File: src/hw/rtl/v4a_sqrt.sv
module v4a_sqrt #(
  parameter int unsigned RW = 68,
  parameter int unsigned PW = 8,
  localparam int unsigned RT = RW / 2,
  localparam int unsigned REMW = RT + 2
) (
  input  logic          clk_i,
  input  logic          rst_ni,
  input  logic          adv_i,
  input  logic          vld_i,
  input  logic [RW-1:0] rad_i,
  input  logic [PW-1:0] side_i,
  output logic          vld_o,
  output logic [RT-1:0] root_o,
  output logic [PW-1:0] side_o
);

  // one root bit per stage, two radicand bits consumed per stage
  logic [RW-1:0]   acc_q  [RT];
  logic [REMW-1:0] rem_q  [RT];
  logic [RT-1:0]   root_q [RT];
  logic [PW-1:0]   side_q [RT];
  logic            vld_q  [RT];

  logic [RW-1:0]   acc_in  [RT];
  logic [REMW-1:0] rem_in  [RT];
  logic [RT-1:0]   root_in [RT];
  logic [PW-1:0]   side_in [RT];
  logic            vld_in  [RT];
  logic [REMW+1:0] rem_n   [RT];
  logic [REMW+1:0] trial   [RT];
  logic [REMW-1:0] rem_nx  [RT];
  logic [RT-1:0]   root_nx [RT];

  always_comb begin
    acc_in[0]  = rad_i;
    rem_in[0]  = '0;
    root_in[0] = '0;
    side_in[0] = side_i;
    vld_in[0]  = vld_i;
    for (int k = 1; k < RT; k++) begin
      acc_in[k]  = acc_q[k-1];
      rem_in[k]  = rem_q[k-1];
      root_in[k] = root_q[k-1];
      side_in[k] = side_q[k-1];
      vld_in[k]  = vld_q[k-1];
    end
    for (int k = 0; k < RT; k++) begin
      rem_n[k] = {rem_in[k], acc_in[k][RW-1 -: 2]};
      trial[k] = (REMW+2)'({root_in[k], 2'b01});
      if (rem_n[k] >= trial[k]) begin
        rem_nx[k]  = REMW'(rem_n[k] - trial[k]);
        root_nx[k] = {root_in[k][RT-2:0], 1'b1};
      end else begin
        rem_nx[k]  = REMW'(rem_n[k]);
        root_nx[k] = {root_in[k][RT-2:0], 1'b0};
      end
    end
  end

  always_ff @(posedge clk_i or negedge rst_ni) begin
    if (!rst_ni) begin
      for (int k = 0; k < RT; k++) vld_q[k] <= 1'b0;
    end else if (adv_i) begin
      for (int k = 0; k < RT; k++) vld_q[k] <= vld_in[k];
    end
  end

  always_ff @(posedge clk_i) begin
    if (adv_i) begin
      for (int k = 0; k < RT; k++) begin
        acc_q[k]  <= acc_in[k] << 2;
        rem_q[k]  <= rem_nx[k];
        root_q[k] <= root_nx[k];
        side_q[k] <= side_in[k];
      end
    end
  end

  assign vld_o  = vld_q[RT-1];
  assign root_o = root_q[RT-1];
  assign side_o = side_q[RT-1];

endmodule

File: config.mk
export PLATFORM = sky130hd
export DESIGN_NAME = v4a_sqrt
export DESIGN_NICKNAME = d
export VERILOG_FILES = /design/src/hw/rtl/v4a_sqrt.sv
export SDC_FILE = /design/constraint.sdc
export NUM_CORES = 2
export LEC_CHECK = 0
export BUFFER_PORTS_ARGS = -buffer_cell sky130_fd_sc_hd__buf_2
export CORE_ASPECT_RATIO = 0.7
export CORE_MARGIN = 2
export CORE_UTILIZATION = 45
export DETAILED_ROUTE_END_ITERATION = 6
export HOLD_SLACK_MARGIN = 0.03
export SYNTH_ARGS = -nofsm -noshare
export SYNTH_HDL_FRONTEND = slang
export SYNTH_MEMORY_MAX_BITS = 65536
export SYNTH_SLANG_ARGS = --single-unit
File: constraint.sdc
create_clock -name clk_i -period 3.7 [get_ports clk_i]
set_input_delay 0.37 -clock clk_i [delete_from_list [all_inputs] [get_ports clk_i]]
set_output_delay 0.37 -clock clk_i [all_outputs]
set_load 0.03 [all_outputs]
* Yosys cells after proc, flatten, opt, wreduce, memory -nomap -nowiden *
Memories as Yosys holds them, arrays and structs flattened.
Index checks and enable logic that the tools add are counted.

word-level totals
  register bits = 34
  bits in writable memories = 4896
  input bits = 80
  output and inout bits = 43
  logic and storage cells = 176
  memories = 4

memories
  memory  depth  bits a word  read ports  clocked after memory_dff  wr ports  RTL line  text
  acc_q   34     66           33          0                         34        19        logic [RW-1:0] acc_q [RT];
  rem_q   34     36           33          0                         34        20        logic [REMW-1:0] rem_q [RT];
  root_q  34     34           34          0                         34        21        logic [RT-1:0] root_q [RT];
  side_q  34     8            34          0                         34        22        logic [PW-1:0] side_q [RT];

cells by class
  add/subtract/negate cells = 34
  magnitude comparators = 34
  multiplexer cells = 70

operators by type and width
  operator                                                           count
  greater-or-equal comparator 38 x 36 -> 1 bit                       33
  2-to-1 mux 36 bit                                                  34
  subtractor 36 bit                                                  33
  2-to-1 mux 1 bit                                                   36
  subtractor 2 x 1 -> 3 bit, second input constant                   1
  greater-or-equal comparator 2 x 1 -> 1 bit, second input constant  1

* Longest topological paths before layout *
An unclocked memory read counts as a cell.

  depth in word-level cells = 3
  gate-level depth with buffers = 15
  depth with buffers taken out = 13

* Worst setup path after synthesis *
Ideal clock, no wire load.

  kind = register -> register
  start point = mem rem_q[21][0] in the netlist's numbering
  end point = mem rem_q[22][16] in the netlist's numbering (data pin)
  setup time = 0.262 ns
  arrival time = 3.297 ns
  data required time = 3.438 ns
  slack = 0.141 ns
  cell stages (with the launch flop) = 13
  buffers on the path = 1
  clock period less this slack = 3.559 ns
  path through = edfxtp_1 -> ha_1 -> nor2b_1 -> o31a_1 -> o31ai_1 -> a21oi_1 -> or4_1 -> a31oi_2 -> o21ai_1 -> a31oi_2 -> inv_2 -> clkbuf_1 -> mux2_1

RTL lines
  element          RTL line
  start, declared  20

==> results.md <==
* Outcome: finished clean
* Post-synthesis compound-gate area fraction at 0.0902
* Port bufs at 122
* Chip height at 474 um
* CTS sink cnt at 3158
* Main synth FF type: edfxtp_1
* Vias per Instance at 5.35
* Worst-case reg-to-reg path depth at 10
* Final critical-path required period at 3.58 ns
* Critical path endpoint: rem_q[9][32]
* Vias in the first global route at 82500
* R2R setup slack at 0.12 ns
* Share of the synthesized area in the top cell type at 0.660
* # IOs at 123
* Seq pwr share at 0.478
* Setup CP Type: register to register
* Residual DRC at 0
* CTS HTree Levels at 5
* Worst Setup Start Kind: register
* Setup violations, final at 0
* First-pass GRT wire length at 480000 um
* Clock Latency Late Sink at 0.86 ns
* Number of distinct library cells after synthesis at 94
* P_sw at 28.7 mW
* Post-synthesis sequential area ratio at 0.666
* Core footprint at 0.314 mm2
* CP top delay family: simple AND/OR/NAND/NOR gates
* Die Area at 0.321 mm2
* Mux contribution to synthesized area at 0.00906
* Worst VDD drop at 398 uV
* Final Cycle Share at 0.967
* DR WL/cell at 19.5 um
* 1st-iter DRT viols at 7841
* Ys async rst share at 0.0108
* Worst EP required at 4.31 ns
* Largest net degree at the start of global routing at 149
* Combinational family with the most area after synthesis: simple AND/OR/NAND/NOR gates
* Synth area leaders: edfxtp_1 (66%), ha_1 (5.6%), xnor2_1 (3.0%)
* Detail Route Antenna Nets at 0
* Placed cell count at 15300
* Final Hold Vio Count at 0
* GRT Util Overall at 0.190
* PD cells at 614 mW/mm2
* Max Fclk at 0.280 GHz
* Worst hold-check path type: primary input to asynchronous set/reset pin
* Relative slew slack at 0.292
* Buf+Inv Stages, Crit Path at 1
* Non-filler cells, final at 15900
* Cell Chain, Critical Path: or4_4 -> or4_4 -> or3_4 -> or3_4 -> nor4_4 -> nor3b_4 -> inv_2 -> and4b_2 -> nand3b_1 -> xnor2_1
* Slew @ Worst Pin at 1.05 ns
* Post-Syn Area at 0.142 mm2
* Clock skew at 0.0516 ns
* Starting Density at 0.453
* CP Capture Type: register
* Clock power share at 0.309
* Final max-slew violation count at 0
* Syn_nets at 11300
* Synthesized-area fraction occupied by and/or/nand/nor cells at 0.0935
* Top cell type by total area after synthesis: edfxtp_1
* Levels on crit path at 10
* Synthesized-area fraction occupied by adder cells at 0.0556
* Most common library cells after synthesis: edfxtp_1 (3124), inv_1 (798), nand2_1 (753), a21oi_1 (643), ha_1 (632)
* Slowest stage cell, crit path: or4_4
* TritonCTS Buffers at 318
* Initial antenna violation count at 10
* Max clock buf depth at 4
* Rows at 172
* RePlAce Congestion at 0.907
* DP Wirelength at 225000 um
* Crit. Startpoint: rem_q[8][24]
* Crit Path Max Fanout at 5
* Final core occ at 0.521
* Layout Nets at 12200
* Post-synthesis xor/xnor area fraction at 0.0593
* Layout area overhead at 15.1%
* Count leader, synth: edfxtp_1
* Setup TNS at 0 ns
* P_int at 71.7 mW
* Overflow after GRT at 0
* Clock root buffer: clkbuf_16
* Static leakage at 62.5 nW
* Max stage delay on crit path at 0.58 ns
* Total power at 100 mW
* First-pass detailed-route iteration total at 7
* Post-synth EDFFs at 3124
* Comb pwr share at 0.213
* CTS tree: yes
* RSZ-0062 raised after global routing: true
* RR Endpoint: rem_q[9][32]
* Avg Cell Area, Syn at 13.4 um2
* YS warnings at 0
* Clock-pin transition on the worst setup and hold timing paths at 0.06 ns
* Synthesized flop and latch total at 3158
* WL final at 310000 um
* Die W at 676 um
* Number of max-cap violations at 0
* RR Startpoint: rem_q[8][24]
* Arrival time worst endpoint at 4.19 ns
* Switching Fraction at 0.285
* Post-Syn Instances at 10600
* Share of cells above drive strength 1 at 0.123
* Via count at 85300
==> registers in the layout, indices dropped and copies added, names as in the netlist <==
register,count
acc_q,1122
rem_q,1135
root_q,595
side_q,272
vld_in,33
vld_o,1
==> how the worst min path moves through the flow <==
stage	from	to	slack, ns
after global placement	acc_q[2][50]	acc_q[3][52]	0.40
final	rst_ni	vld_in[4]	0.15
after floorplan	rst_ni	vld_in[0]	0.07
after detailed placement	acc_q[9][24]	acc_q[10][26]	0.40
after global routing	rad_i[48]	acc_q[0][48]	0.12
after CTS	rst_ni	vld_in[12]	0.06
==> area by class of cell <==
class | instances | area, um2
inverter | 806 | 3030
sequential | 3158 | 94700
clock inverter | 184 | 1610
timing repair buffer | 773 | 6350
fill | 26300 | 150000
multi-input combinational | 6478 | 44400
antenna | 1 | 2.50
clock buffer | 372 | 8290
tap | 4176 | 5230
==> metrics by stage <==
stage | setup slack [ns] | area (um2) | hold WS, ns
floorplan | 0.141 | 142000 | 0.0744
global placement | -0.336 | 152000 | 0.400
detailed placement | -0.459 | 152000 | 0.405
CTS | 0.0179 | 163000 | 0.0639
global route | -0.0589 | 164000 | 0.121
finish | 0.122 | 164000 | 0.145
==> power groups by stage <==
stage	clock network, mW	registers, mW	logic [mW]
3_5_place_dp	0	48.7	20.7
3_3_place_gp	0	48.7	20.4
4_1_cts	32.1	48.0	21.0
2_1_floorplan	0	47.3	14.2
5_1_grt	33.5	48.4	23.7
6_report	31.0	48.0	21.4
==> placed cells by master, fill, tap and decap left out, types with 34 or more instances in the layout <==
cell type      count
o31ai_1           70
edfxtp_1        3124
o21bai_1          54
and2_1            36
or2_2             50
buf_4            515
nand2b_1         120
nor2_1           615
and3_1            57
clkinv_1          54
dlygate4sd3_1     80
o21ai_0          548
a211oi_1          46
a21oi_1          630
nor2b_1           91
a21o_1           279
a31oi_1           41
nor4_1           131
clkinv_2          60
clkbuf_16        323
buf_12            49
xor2_1           474
buf_2            121
dfrtp_1           34
or4_1             52
nor3_1           219
clkbuf_1          47
o211ai_1          38
nand2_1          753
nand3_1          161
nand4_1          116
mux2_2            98
o21a_1           100
xnor2_1          486
or3_1            124
inv_1            798
ha_1             629
==> kinds of logic after synthesis <==
group | count (synthesis)
flip-flops | 3158
adder cells (fa/ha/maj) | 632
AO/OA/AOI/OAI | 2080
buffers and inverters | 997
XOR/XNOR | 962
AND/OR/NAND/NOR | 2687
multiplexers | 116
other | 1
==> metal layers <==
metal,track usage,vias to the layer above,part of all wire
met2,0.267,2068,0.41
met4,0.0401,2,0.019
li1,-,41300,-
met1,0.309,41600,0.52
met3,0.0267,420,0.052
met5,0,-,0.000042
==> timing repair <==
action	4_1_cts	5_1_grt
setup buffers	3	10
endpoints found under the setup margin	40	445
resized for setup	10	132
pin swaps	1	14
endpoints found under the hold margin	126	0
hold buffers	80	0
Power figures use the tool's default switching activity.
